==> config.mk <==
export PLATFORM = sky130hd
export DESIGN_NAME = websocket_frame_deframer_unit
export DESIGN_NICKNAME = d
export VERILOG_FILES = /design/src/sv/wsdf_pkg.sv /design/src/sv/websocket_frame_deframer_unit.sv
export VERILOG_INCLUDE_DIRS = /design/src /design/src/sv
export SDC_FILE = /design/constraint.sdc
export NUM_CORES = 1
export LEC_CHECK = 0
export BUFFER_PORTS_ARGS = -buffer_cell sky130_fd_sc_hd__buf_2
export CORE_MARGIN = 1.5
export CORE_UTILIZATION = 66
export DETAILED_ROUTE_END_ITERATION = 6
export MAX_ROUTING_LAYER = met4
export PLACE_DENSITY_LB_ADDON = 0.3
export SYNTH_ARGS = -nofsm -noshare
export SYNTH_HDL_FRONTEND = slang
export SYNTH_SLANG_ARGS = --single-unit
==> constraint.sdc <==
create_clock -name clk -period 12.39 [get_ports clk]
set_clock_uncertainty 0.1 [all_clocks]
set_input_delay 2.478 -clock clk [delete_from_list [all_inputs] [get_ports clk]]
set_output_delay 2.478 -clock clk [all_outputs]
set_load 0.05 [all_outputs]
==> src/sv/assert_macros.svh <==
// Assertion macros used by the RTL module of the deframer.
// Expect signals named clk and rst_n in the scope of use; no other dependencies.
`ifndef ASSERT_MACROS_SVH
`define ASSERT_MACROS_SVH

// Same-cycle implication, disabled while reset is asserted
`define ASSERT_SAME(label, ante, cons) \
  label: assert property (@(posedge clk) disable iff (!rst_n) (ante) |-> (cons)) \
    else $error("assertion failed");

// Next-cycle implication, disabled while reset is asserted
`define ASSERT_NEXT(label, ante, cons) \
  label: assert property (@(posedge clk) disable iff (!rst_n) (ante) |=> (cons)) \
    else $error("assertion failed");

`endif

==> src/sv/wsdf_pkg.sv <==
// Types and constants for the websocket frame deframer.
// No dependencies.
`default_nettype none

package wsdf_pkg;

  // Field widths
  localparam int BYTE_W    = 8;
  localparam int KIND_W    = 2;
  localparam int OPCODE_W  = 4;
  localparam int FLEN_W    = 24;
  localparam int CAP_W     = 24;
  localparam int ACCUM_W   = 64;
  localparam int KEY_W     = 32;
  localparam int EXT_CNT_W = 4;
  localparam int KEY_CNT_W = 3;
  localparam int POS_W     = 24;

  // Defaults
  localparam int LENGTH_WIDTH_DEF = 24;
  localparam logic [CAP_W-1:0] CAP_RESET = CAP_W'(1024 * 1024);

  // Length codes of header byte one
  localparam logic [6:0] LEN7_EXT16 = 7'd126;
  localparam logic [6:0] LEN7_EXT64 = 7'd127;
  localparam logic [EXT_CNT_W-1:0] EXT16_BYTES = EXT_CNT_W'(2);
  localparam logic [EXT_CNT_W-1:0] EXT64_BYTES = EXT_CNT_W'(8);
  localparam logic [KEY_CNT_W-1:0] KEY_BYTES   = KEY_CNT_W'(4);

  typedef enum logic [2:0] {
    PH_HDR0 = 3'd0,
    PH_HDR1 = 3'd1,
    PH_EXT  = 3'd2,
    PH_KEY  = 3'd3,
    PH_DATA = 3'd4,
    PH_HALT = 3'd5
  } phase_t;

  typedef enum logic [KIND_W-1:0] {
    KIND_PAYLOAD = 2'd0,
    KIND_EMPTY   = 2'd1,
    KIND_ERROR   = 2'd2
  } kind_t;

endpackage

`default_nettype wire

==> src/sv/websocket_frame_deframer_unit.sv <==
// A byte is taken into the input register, decoded, and its result written to the result register.
// Throughput: one byte per cycle while the input is not stalled; set by the header and length decode
// between the input register and the result register.
// Bytes that cause no result never wait on a stalled output.
// Reset (synchronous, rst_n low): parser expects header byte zero, the length cap
// returns to 1048576, all parser state clears and no result is pending.
// Depends on wsdf_pkg and assert_macros.svh.
`default_nettype none

`include "assert_macros.svh"

module websocket_frame_deframer_unit #(
  parameter int LENGTH_WIDTH = wsdf_pkg::LENGTH_WIDTH_DEF
) (
  input  wire logic                          clk,
  input  wire logic                          rst_n,
  // configuration
  input  wire logic                          cfg_wr_en,
  input  wire logic [wsdf_pkg::CAP_W-1:0]    cfg_wr_data,
  // byte stream in
  input  wire logic                          in_valid,
  output logic                               in_stall,
  input  wire logic [wsdf_pkg::BYTE_W-1:0]   in_rx_byte,
  // results out
  output logic                               out_valid,
  input  wire logic                          out_stall,
  output logic [wsdf_pkg::KIND_W-1:0]        out_kind,
  output logic [wsdf_pkg::BYTE_W-1:0]        out_data,
  output logic [wsdf_pkg::OPCODE_W-1:0]      out_opcode,
  output logic                               out_last_of_frame,
  output logic [wsdf_pkg::FLEN_W-1:0]        out_frame_length
);

  import wsdf_pkg::*;

  // Saturation value for the reported frame length
  localparam logic [ACCUM_W-1:0] LEN_MAX =
    (ACCUM_W'(1) << LENGTH_WIDTH) - ACCUM_W'(1);

  // Configuration register
  logic [CAP_W-1:0] cap_r;

  // Input register
  logic              in_vld_r;
  logic [BYTE_W-1:0] in_byte_r;

  // Parser state
  phase_t                phase_r, phase_nxt;
  logic [OPCODE_W-1:0]   opc_r, opc_nxt;
  logic                  mask_r, mask_nxt;
  logic [EXT_CNT_W-1:0]  ext_r, ext_nxt;
  logic [ACCUM_W-1:0]    len_r, len_nxt;
  logic [KEY_W-1:0]      key_r, key_nxt;
  logic [KEY_CNT_W-1:0]  kcnt_r, kcnt_nxt;
  logic [POS_W-1:0]      pos_r, pos_nxt;

  // Result register
  logic                  out_vld_r;
  kind_t                 out_kind_r;
  logic [BYTE_W-1:0]     out_data_r;
  logic [OPCODE_W-1:0]   out_opc_r;
  logic                  out_last_r;
  logic [FLEN_W-1:0]     out_flen_r;

  // Decode results
  logic                  res_vld;
  kind_t                 res_kind;
  logic [BYTE_W-1:0]     res_data;
  logic                  res_last;
  logic [ACCUM_W-1:0]    len_sat;
  logic                  len_end;
  logic                  hdr_end;
  logic                  mask_cur;
  logic [BYTE_W-1:0]     key_byte;
  logic                  proc_fire;

  // Next-state decode for the byte in the input register
  always_comb begin
    phase_nxt = phase_r;
    opc_nxt   = opc_r;
    mask_nxt  = mask_r;
    ext_nxt   = ext_r;
    len_nxt   = len_r;
    key_nxt   = key_r;
    kcnt_nxt  = kcnt_r;
    pos_nxt   = pos_r;
    res_vld   = 1'b0;
    res_kind  = KIND_PAYLOAD;
    res_data  = '0;
    res_last  = 1'b0;
    len_end   = 1'b0;
    hdr_end   = 1'b0;
    mask_cur  = mask_r;
    key_byte  = '0;

    unique case (phase_r)
      PH_HDR0: begin
        opc_nxt   = in_byte_r[OPCODE_W-1:0];
        phase_nxt = PH_HDR1;
      end
      PH_HDR1: begin
        mask_nxt = in_byte_r[7];
        mask_cur = in_byte_r[7];
        key_nxt  = '0;
        len_nxt  = '0;
        if (in_byte_r[6:0] == LEN7_EXT16) begin
          ext_nxt   = EXT16_BYTES;
          phase_nxt = PH_EXT;
        end else if (in_byte_r[6:0] == LEN7_EXT64) begin
          ext_nxt   = EXT64_BYTES;
          phase_nxt = PH_EXT;
        end else begin
          len_nxt = ACCUM_W'(in_byte_r[6:0]);
          len_end = 1'b1;
        end
      end
      PH_EXT: begin
        // big-endian: shift in below what is there
        len_nxt = {len_r[ACCUM_W-BYTE_W-1:0], in_byte_r};
        ext_nxt = ext_r - EXT_CNT_W'(1);
        len_end = (ext_r == EXT_CNT_W'(1));
      end
      PH_KEY: begin
        key_nxt  = {key_r[KEY_W-BYTE_W-1:0], in_byte_r};
        kcnt_nxt = kcnt_r - KEY_CNT_W'(1);
        hdr_end  = (kcnt_r == KEY_CNT_W'(1));
      end
      PH_DATA: begin
        // first key byte sits in the top bits
        unique case (pos_r[1:0])
          2'd0:    key_byte = key_r[31:24];
          2'd1:    key_byte = key_r[23:16];
          2'd2:    key_byte = key_r[15:8];
          default: key_byte = key_r[7:0];
        endcase
        res_vld  = 1'b1;
        res_kind = KIND_PAYLOAD;
        res_data = in_byte_r ^ key_byte;
        res_last = (ACCUM_W'({1'b0, pos_r} + (POS_W+1)'(1)) >= len_r);
        pos_nxt  = pos_r + POS_W'(1);
        if (res_last) begin
          phase_nxt = PH_HDR0;
        end
      end
      PH_HALT: begin
        // everything after an oversize length is dropped
      end
      default: begin
        phase_nxt = PH_HALT;
      end
    endcase

    // Length complete: fetch the mask key or finish the header
    if (len_end) begin
      if (mask_cur) begin
        kcnt_nxt  = KEY_BYTES;
        phase_nxt = PH_KEY;
      end else begin
        hdr_end = 1'b1;
      end
    end

    // Header complete: length check
    if (hdr_end) begin
      if (len_nxt > ACCUM_W'(cap_r)) begin
        phase_nxt = PH_HALT;
        res_vld   = 1'b1;
        res_kind  = KIND_ERROR;
      end else if (len_nxt == '0) begin
        phase_nxt = PH_HDR0;
        res_vld   = 1'b1;
        res_kind  = KIND_EMPTY;
        res_last  = 1'b1;
      end else begin
        pos_nxt   = '0;
        phase_nxt = PH_DATA;
      end
    end

    // Reported length, saturated
    len_sat = (|(len_nxt & ~LEN_MAX)) ? LEN_MAX : len_nxt;
  end

  // A byte moves on unless its result would land on a stalled, full output
  assign proc_fire = in_vld_r && (!res_vld || !out_vld_r || !out_stall);
  assign in_stall  = in_vld_r && !proc_fire;

  // Configuration register
  always_ff @(posedge clk) begin
    if (!rst_n) begin
      cap_r <= CAP_RESET;
    end else if (cfg_wr_en) begin
      cap_r <= cfg_wr_data;
    end
  end

  // Input register
  always_ff @(posedge clk) begin
    if (!rst_n) begin
      in_vld_r <= 1'b0;
    end else if (!in_stall) begin
      in_vld_r <= in_valid;
    end
  end

  always_ff @(posedge clk) begin
    if (!in_stall && in_valid) begin
      in_byte_r <= in_rx_byte;
    end
  end

  // Parser state
  always_ff @(posedge clk) begin
    if (!rst_n) begin
      phase_r <= PH_HDR0;
      opc_r   <= '0;
      mask_r  <= 1'b0;
      ext_r   <= '0;
      len_r   <= '0;
      key_r   <= '0;
      kcnt_r  <= '0;
      pos_r   <= '0;
    end else if (proc_fire) begin
      phase_r <= phase_nxt;
      opc_r   <= opc_nxt;
      mask_r  <= mask_nxt;
      ext_r   <= ext_nxt;
      len_r   <= len_nxt;
      key_r   <= key_nxt;
      kcnt_r  <= kcnt_nxt;
      pos_r   <= pos_nxt;
    end
  end

  // Result register
  always_ff @(posedge clk) begin
    if (!rst_n) begin
      out_vld_r <= 1'b0;
    end else if (proc_fire && res_vld) begin
      out_vld_r <= 1'b1;
    end else if (!out_stall) begin
      out_vld_r <= 1'b0;
    end
  end

  always_ff @(posedge clk) begin
    if (proc_fire && res_vld) begin
      out_kind_r <= res_kind;
      out_data_r <= res_data;
      out_opc_r  <= opc_r;
      out_last_r <= res_last;
      out_flen_r <= len_sat[FLEN_W-1:0];
    end
  end

  assign out_valid         = out_vld_r;
  assign out_kind          = out_kind_r;
  assign out_data          = out_data_r;
  assign out_opcode        = out_opc_r;
  assign out_last_of_frame = out_last_r;
  assign out_frame_length  = out_flen_r;

  // Checks
  `ASSERT_NEXT(a_halt_sticks, phase_r == PH_HALT, phase_r == PH_HALT)
  `ASSERT_NEXT(a_error_halts, proc_fire && res_vld && res_kind == KIND_ERROR,
               phase_r == PH_HALT && out_vld_r && out_kind_r == KIND_ERROR)
  `ASSERT_SAME(a_data_only_payload, out_vld_r && out_kind_r != KIND_PAYLOAD,
               out_data_r == '0)
  `ASSERT_SAME(a_empty_is_last, out_vld_r && out_kind_r == KIND_EMPTY, out_last_r)
  `ASSERT_SAME(a_pos_in_frame, phase_r == PH_DATA,
               len_r != '0 && ACCUM_W'(pos_r) < len_r)

endmodule

`default_nettype wire
== After elaboration in Yosys (flattened, before gate mapping) ==
Cells that the tools add are included.
Word-level totals
  bits of input ports: 37
  output and inout bits: 41
  bits in registers: 208
  word-level logic and storage cells: 105
Cells by class
  equality and inequality tests: 13
  reductions and logical operators: 22
  order comparisons: 2
  multiplexer cells: 44
  add/subtract/negate cells: 4
  bitwise operators: 2
Operators with widths (number)
  one-hot mux 64 bit (2 select lines): 1
  2-to-1 mux 24 bit: 4
  >= comparator 25 x 64 -> 1 bit: 1
  > comparator 64 x 24 -> 1 bit: 1
  logical NOT 64 bit: 1
  one-hot mux 32 bit (2 select lines): 1
  OR reduction 40 bit: 1
  2-to-1 mux 3 bit: 11
  adder 24 x 1 -> 25 bit, second input constant: 1
  adder 24 x 1 -> 24 bit, second input constant: 1
  one-hot mux 8 bit (3 select lines): 1
  2-to-1 mux 1 bit: 17
  equality test 7 bit, second input constant: 2
  2-to-1 mux 7 bit: 2
  one-hot mux 3 bit (4 select lines): 1
  2-to-1 mux 4 bit: 2
  2-to-1 mux 8 bit: 1
  one-hot mux 4 bit (2 select lines): 1
  XOR 8 bit: 1
  equality test 3 x 1 -> 1 bit, second input constant: 2
  equality test 3 x 2 -> 1 bit, second input constant: 2
  equality test 3 bit, second input constant: 2
  logical NOT 1 bit: 5
  equality test 4 x 1 -> 1 bit, second input constant: 1
  other kinds (18): 24

== Logic depth before layout (Yosys ltp) ==
Gate-level depths: netlist of the first run.
  depth after elaboration: 16
  depth in mapped cells: 21
  depth with buffers taken out: 16

== Worst setup path before layout of the first run ==
No wires, ideal clock.
  path kind: flip-flop to output port
  start point: reg phase_r[1]
  end point: out in_stall
  required time: 9812 ps
  path buffers: 4
  data arrival time: 4229 ps
  slack: 5583 ps
  stages on the path, launching flop included: 17
  cells stage by stage: dfxtp_1 buf_2 nor2b_1 clkbuf_1 buf_2 buf_1 a222oi_1 inv_1 ha_1 nand4_1 nor3_1 a21boi_0 o41a_1 o31ai_1 o211ai_4 a21oi_1 nor3b_1
On the way
  word-level cells in the longest chain between the ends: 12
  elaborated cells on any way between the ends: 22
  those cells by class: order compare: 1; eq/ne: 4; mux: 10; reduce/logical: 7
Ends and longest elaborated chain
  start, declared: RTL line websocket_frame_deframer_unit.sv:48  | phase_t phase_r, phase_nxt;
  start signal, assigned: RTL line websocket_frame_deframer_unit.sv:224  | phase_r <= phase_nxt;
  equality test 3 x 2 -> 1 bit or equality test 3 x 1 -> 1 bit (tied branches): RTL line websocket_frame_deframer_unit.sv:96  | unique case (phase_r)
  one-hot mux 64 bit (2 select lines) (*): RTL line websocket_frame_deframer_unit.sv:96
  named net len_nxt[13]: RTL line websocket_frame_deframer_unit.sv:52  | logic [ACCUM_W-1:0] len_r, len_nxt;
  branches (longest 2 deep; another with > comparator 64 x 24 -> 1 bit)
  2-to-1 mux 1 bit (*): RTL line websocket_frame_deframer_unit.sv:165  | if (len_nxt > ACCUM_W'(cap_r)) begin
  2-to-1 mux 1 bit (*): RTL line websocket_frame_deframer_unit.sv:164  | if (hdr_end) begin
  logical NOT 1 bit (*): RTL line websocket_frame_deframer_unit.sv:185  | assign proc_fire = in_vld_r && (!res_vld || !out_vld_r || !out_stall);
  logical OR 1 bit (*) (2 in a row): RTL line websocket_frame_deframer_unit.sv:185
  logical AND 1 bit (*): RTL line websocket_frame_deframer_unit.sv:185
  logical NOT 1 bit (*): RTL line websocket_frame_deframer_unit.sv:186  | assign in_stall = in_vld_r && !proc_fire;
  logical AND 1 bit (*): RTL line websocket_frame_deframer_unit.sv:186
  end, declared: RTL line websocket_frame_deframer_unit.sv:22  | output logic in_stall,
Mark *: on every way through the listed nets, which the timed path passes.

== Worst setup path after layout of the first run ==
Same ends and word-level chain as after synthesis.

==> flow_summary.yaml, run 1 <==
status:
  outcome: "finished with violations"
  violations: "DRC"
timing:
  fmax_mhz: 125.2
  rsz0062_at_grt: "no"
  tightest_slew_ns: 1.159
  finalSetupTns_ns: 0
  setup_viol: 0
  worst_slack_ns: 4.404
  relSlewSlack_pct: 22.57
  hold_slack_ns: 0.3323
  fin_crit_ns: 7.986
  drv_slew: 0
  hold_viol_final: 0
  timing.final.crit_share_pct: 64.46
layout:
  fin_nets: 1316
  syn_to_final_growth_pct: 10.79
  diodes: 0
  design_area_um2: 12040
  final_util_pct: 75.24
  drive_gt1_share_pct: 10.59
  fin_cells: 1453
  multi_input_area_um2: 5617
  n_fill_cell: 1177
  seq_area_um2: 4636
clock_tree:
  cts_max_level: 1
  cts_resized: 0
  cts_buffer_depth: 3
  root_buffer: "clkbuf_16"
  ctsHoldBuffers: 0
  clock_latency_ns: 0.50
  cts_tree: "built"
  cts_buffers: 22
  post_cts_buffers: 0
  cts.sinks: 208
  clk_pin_slew_worst_paths_ns: 0.06
placement:
  dp_hpwl_um: 19190
  routabilityCongestion: 0.9362
  io_buffers: 77
  pre_cts_ws_ns: 5.002
  post_dp_cell_area_um2: 11310
  post-place-cells: 1413
yosys:
  yosysTopAreaCell: "dfxtp_1"
  syn_avg_cell_area_um2: 9.201
  yosys_most_used_dff: "dfxtp_1"
  seq_area_frac_synth_pct: 42.65
  yosysUniqueCellTypes: 64
  synth-edff-count: 47
  synth_common_cells: "161 x dfxtp_1, 138 x nor2_1, 80 x inv_1, 72 x nand2_1, 58 x ha_1"
  synthesis.nets: 1276
  synthCells: 1181
  yosys_warnings: 0
  synth_most_common_cell: "dfxtp_1"
  synth_area_um2: 10870
  synth.area.top_cells: "dfxtp_1 30%, edfxtp_1 13%, ha_1 6.7%, nor2_1 4.8%, a22o_1 4.0%"
  ys_seq_elements: 208
  yosys.area.top_type_share_pct: 29.66
  ys_async_sr_fraction_pct: 0
setup_path:
  cp-end-kind: "output pin"
  crit_required_ns: 9.81
  r2r_start: "phase_r[1]"
  slowest_delay_ns: 0.66
  path_cells: "buf_4 -> a21o_1 -> buf_4 -> a222oi_1 -> inv_1 -> ha_1 -> nand4_1 -> nor3_1 -> a21boi_0 -> o41a_1 -> o31ai_1 -> o211ai_4 -> a21oi_1 -> nor3b_1 -> buf_2"
  start_kind: "flop"
  rr_endpoint: "len_r[61]"
  cp.arrival_ns: 5.41
  crit_path_max_fanout: 63
  r2r_cells: 16
  slowest_stage: "o31ai_1"
  cpMostUsedCell: "buf_4"
  worstSetupPathType: "reg -> out"
  r2r_slack_ns: 5.89
floorplan:
  fp.dieH_um: 131.3
  die_area_um2: 17240
  core_region_area_um2: 16000
  start_util_pct: 67.92
  rows: 46
  ios: 78
  die_w_um: 131.3
global_routing:
  grt.total_usage_pct: 32.20
  grt_pass1_vias: 8584
  grt_max_degree: 106
  grt_pass1_wl_um: 44110
  antenna_found_initial: 0
  gr-total-overflow: 0
power_and_ir_drop:
  p_total_mw: 1.596
  cellPowerDensity_nw_per_um2: 132.5
  power_leakage_nw: 4.833
  vdd.ir_drop.worst_v: 0.0001242
route:
  drtIter0Drc: 982
  drtPass1Iterations: 7
  num_vias: 9221
  drc: 7
  ant_nets: 0
  wire_per_inst_um: 18.96
  finalWirelength_um: 27550
  routed_via_density: 6.346
hold_path:
  hold_depth: 0
  min_from: "opc_r[0]"
  worstHoldPathType: "reg -> reg"
  min_to: "out_opcode[0]"
job:
  drv_cap: 0
-- routing by layer --
layer	track usage, %	wire (um)	part of all wire (%)	vias up
met1	43.32	11820	43	4350
met3	5.247	2409	8.7	68
li1	-	-	-	4366
met2	50.65	12630	46	437
met5	-	0	0	-
met4	9.074	686	2.5	0
-- layout by cell type (no fill, tap or decap), drive strengths merged, types with 15 or more instances in the layout --
cell type	instances
inv	80
nor3	18
buf	90
clkbuf	33
ha	58
edfxtp	47
nand3b	16
and3	15
a21oi	53
a22o	50
a21o	16
dfxtp	161
xnor2	23
a211oi	49
nand4	19
a222oi	16
o21ai	22
nand2b	21
nor2	138
nor2b	29
nand3	16
mux2i	32
xor2	21
nor3b	18
nand2	72
-- area by class of cell --
cell class	instances	area share, %
clock buffer	33	5.176
clock inverter	7	0.8834
inverter	81	2.525
multi-input combinational	818	46.65
sequential	208	38.51
tap	216	2.245
timing repair buffer	90	4.012
-- worst max-delay path, delay by kind of cell, from the launching register on --
| kind | cells | cell delay [ns] |
|---|---|---|
| buffers and inverters | 4 | 0.97 |
| DFF | 1 | 0.30 |
| and+or+nand+nor | 3 | 0.36 |
| AOI/OAI and AO/OA | 7 | 2.94 |
| adders and majority gates | 1 | 0.31 |
-- how the worst max path moves through the flow --
stage | start | end
floorplan | phase_r[1] | in_stall
global placement | phase_r[1] | in_stall
detailed placement | phase_r[1] | in_stall
CTS | phase_r[1] | in_stall
global route | phase_r[1] | in_stall
finish | phase_r[1] | in_stall
-- report_power, final --
group | internal [mW] | switching [mW]
registers | 0.716 | 0.0235
logic | 0.0678 | 0.122
clock network | 0.409 | 0.258
total | 1.19 | 0.404
-- cells by family after synthesis --
| logic type | count (synthesis) | share of synthesized area (%) |
|---|---|---|
| compound gates | 284 | 19.72 |
| xor+xnor | 44 | 3.546 |
| fa+ha+maj | 58 | 6.678 |
| buf+inv | 155 | 5.791 |
| flops | 208 | 42.65 |
| mux | 32 | 2.948 |
| simple gates | 400 | 18.66 |
-- flip-flops by register name, indices dropped and copies added, names as in the netlist --
signal,cells
cap_r,24
ext_r,4
in_byte_r,8
in_vld_r,1
kcnt_r,3
key_r,32
len_r,64
mask_r,1
opc_r,4
out_data,8
out_frame_length,24
out_kind,2
out_last_of_frame,1
out_opcode,4
out_valid,1
phase_r,3
pos_r,24
Power figures use the tool's default switching activity.
==> run 2, diff against run 1 <==
--- a/config.mk
+++ b/config.mk
@@ -8,7 +8,7 @@
 export LEC_CHECK = 0
 export BUFFER_PORTS_ARGS = -buffer_cell sky130_fd_sc_hd__buf_2
 export CORE_MARGIN = 1.5
-export CORE_UTILIZATION = 66
+export CORE_UTILIZATION = 61
 export DETAILED_ROUTE_END_ITERATION = 6
 export MAX_ROUTING_LAYER = met4
 export PLACE_DENSITY_LB_ADDON = 0.3
==> constraint.sdc (replaced) <==
create_clock -name clk -period 7.57 [get_ports clk]
set_clock_uncertainty 0.1 [all_clocks]
set_input_delay 1.514 -clock clk [delete_from_list [all_inputs] [get_ports clk]]
set_output_delay 1.514 -clock clk [all_outputs]
set_load 0.05 [all_outputs]
==> run 2 against run 1 <==
The flow still finishes with violations (DRC). Die area up 8.0%. Hold slack improved by 0.014 ns. First-iteration DRC count decreased by 13%. Power increased by 65%. Worst setup slack lost 4.0 ns. Final area up 0.24%. Critical endpoint unchanged. Routed wire length rose by 0.14%. Utilization decreased by 5.7 points. Cell count up 0.83%. Clock power grew 67%. Critical path type unchanged. Sequential share of layout area shrank 0.092 points.
==> flow_summary.yaml, run 2 (synthesis results as in run 1) <==
layout:
  design_area_um2: 12070
  drive_gt1_share_pct: 11.14
  top_register: "len_r"
  syn_to_final_growth_pct: 11.05
  fin_nets: 1317
  layout_common_cells: "160 x dfxtp_1, 138 x nor2_1, 79 x inv_1, 77 x buf_2, 72 x nand2_1"
  largest_reg_flops: 64
  layout_commonest_cell: "dfxtp_1"
  largestRegisters: "len_r: 64 flops, key_r: 32 flops"
  n_fill_cell: 1375
clock_tree:
  clock_latency_ns: 0.52
  clk_pin_slew_worst_paths_ns: 0.06
  cts_max_level: 1
  cts_buffer_depth: 3
  post_cts_buffers: 0
  cts_buffers: 23
  cts.sinks: 208
  root_buffer: "clkbuf_16"
  cts_tree: "built"
  ctsHoldBuffers: 0
  cts_resized: 0
route:
  ant_nets: 0
  drtPass1Iterations: 7
  drc: 7
  num_vias: 9118
  finalWirelength_um: 27590
  drtIter0Drc: 850
  wire_per_inst_um: 18.83
  routed_via_density: 6.224
power_and_ir_drop:
  vdd.ir_drop.worst_v: 0.0002593
  cellPowerDensity_nw_per_um2: 217.8
  p_total_mw: 2.628
  power_leakage_nw: 4.845
hold_path:
  worstHoldPathType: "reg -> reg"
setup_path:
  crit_path_max_fanout: 34
  cp-end-kind: "output pin"
  start_kind: "flop"
  worstSetupPathType: "reg -> out"
  slowest_stage: "dfxtp_1"
  cp.arrival_ns: 5.59
  path_cells: "clkinv_1 -> o21ai_1 -> a22oi_1 -> inv_1 -> ha_1 -> nor2b_1 -> o211ai_1 -> a21boi_0 -> o41a_1 -> o31ai_1 -> o211ai_4 -> a21oi_1 -> nor3b_1 -> buf_2"
  r2r_slack_ns: 1.02
  crit_required_ns: 5.96
  slowest_delay_ns: 1.04
placement:
  routabilityCongestion: 0.9267
  dp_hpwl_um: 18760
  io_buffers: 77
  post_dp_cell_area_um2: 11320
  pre_cts_ws_ns: 1.111
floorplan:
  die_w_um: 136.5
  die_area_um2: 18620
  rows: 48
  start_util_pct: 62.61
  core_region_area_um2: 17360
  fp.dieH_um: 136.5
  ios: 78
global_routing:
  met1_usage_pct: 40.47
  grt_max_degree: 115
  grt_pass1_wl_um: 43460
  grtUsageMet2_pct: 47.35
  grt.total_usage_pct: 30.39
  gr-total-overflow: 0
  grt-busiest-layer: "met2"
  grt_pass1_vias: 8444
  met3_usage_pct: 4.959
  antenna_found_initial: 1
timing:
  drv_slew: 0
  tightest_slew_ns: 1.188
  hold_viol_final: 0
  fmax_mhz: 138.8
  finalSetupTns_ns: 0
  rsz0062_at_grt: "no"
  setup_viol: 0
  worst_slack_ns: 0.3632
  relSlewSlack_pct: 20.65
  timing.final.crit_share_pct: 95.20
  fin_crit_ns: 7.207
job:
  drv_cap: 0
status:
  outcome: "finished with violations"
  violations: "DRC"
==> run 2: cell count changes in the layout (fill, tap and decap cells not counted), sizes merged <==
cell and change:
clkinvlp +1, diode +1, inv +1, bufinv -1, clkbuf -3, clkinv +4
==> run 2: worst paths after layout <==
path	startpoint	endpoint	cells past startpoint
setup reg to reg	phase_r[2]	len_r[43]	15
hold reg to reg	opc_r[1]	out_opcode[1]	0
hold / removal	opc_r[1]	out_opcode[1]	0
setup / recovery	phase_r[2]	in_stall	14
==> run 2: stage by stage <==
step           cells  hold slack, ns  util (%)
6_report        1465          0.3467     69.53
5_1_grt         1465          0.3501     69.53
4_1_cts         1464          0.3425     69.51
3_5_place_dp    1422          0.3159     65.22
3_3_place_gp    1422          0.3136     65.22
2_1_floorplan   1181          0.3076         -
==> run 2: power breakdown <==
group	total (mW)	switching [mW]	leakage [nW]	internal, mW
logic	0.307	0.195	2.76	0.112
clock network	1.11	0.452	0.367	0.655
registers	1.21	0.0427	1.71	1.17
==> run 2: critical path, delay by kind of cell, from the launching register on <==
kind | cells | cell delay (ns)
adders and majority gates | 1 | 0.23
buffers and inverters | 3 | 0.86
DFF | 1 | 1.04
and+or+nand+nor | 2 | 0.31
AOI/OAI and AO/OA | 8 | 2.63
==> run 2: layer usage <==
layer / routed length (um) / part of all wire, %
met1: 12020 / 44
met2: 12860 / 47
met3: 1979 / 7.2
met4: 719 / 2.6
met5: 0 / 0
==> run 2: final cells by class <==
cell class,instances,area (um^2),share of cell area [%]
sequential,208,4636,38.41
antenna,1,2.502,0.02074
tap,225,281.5,2.333
multi-input combinational,818,5617,46.54
timing repair buffer,90,483.0,4.002
clock inverter,12,112.6,0.9331
clock buffer,30,631.9,5.236
inverter,81,304.0,2.519
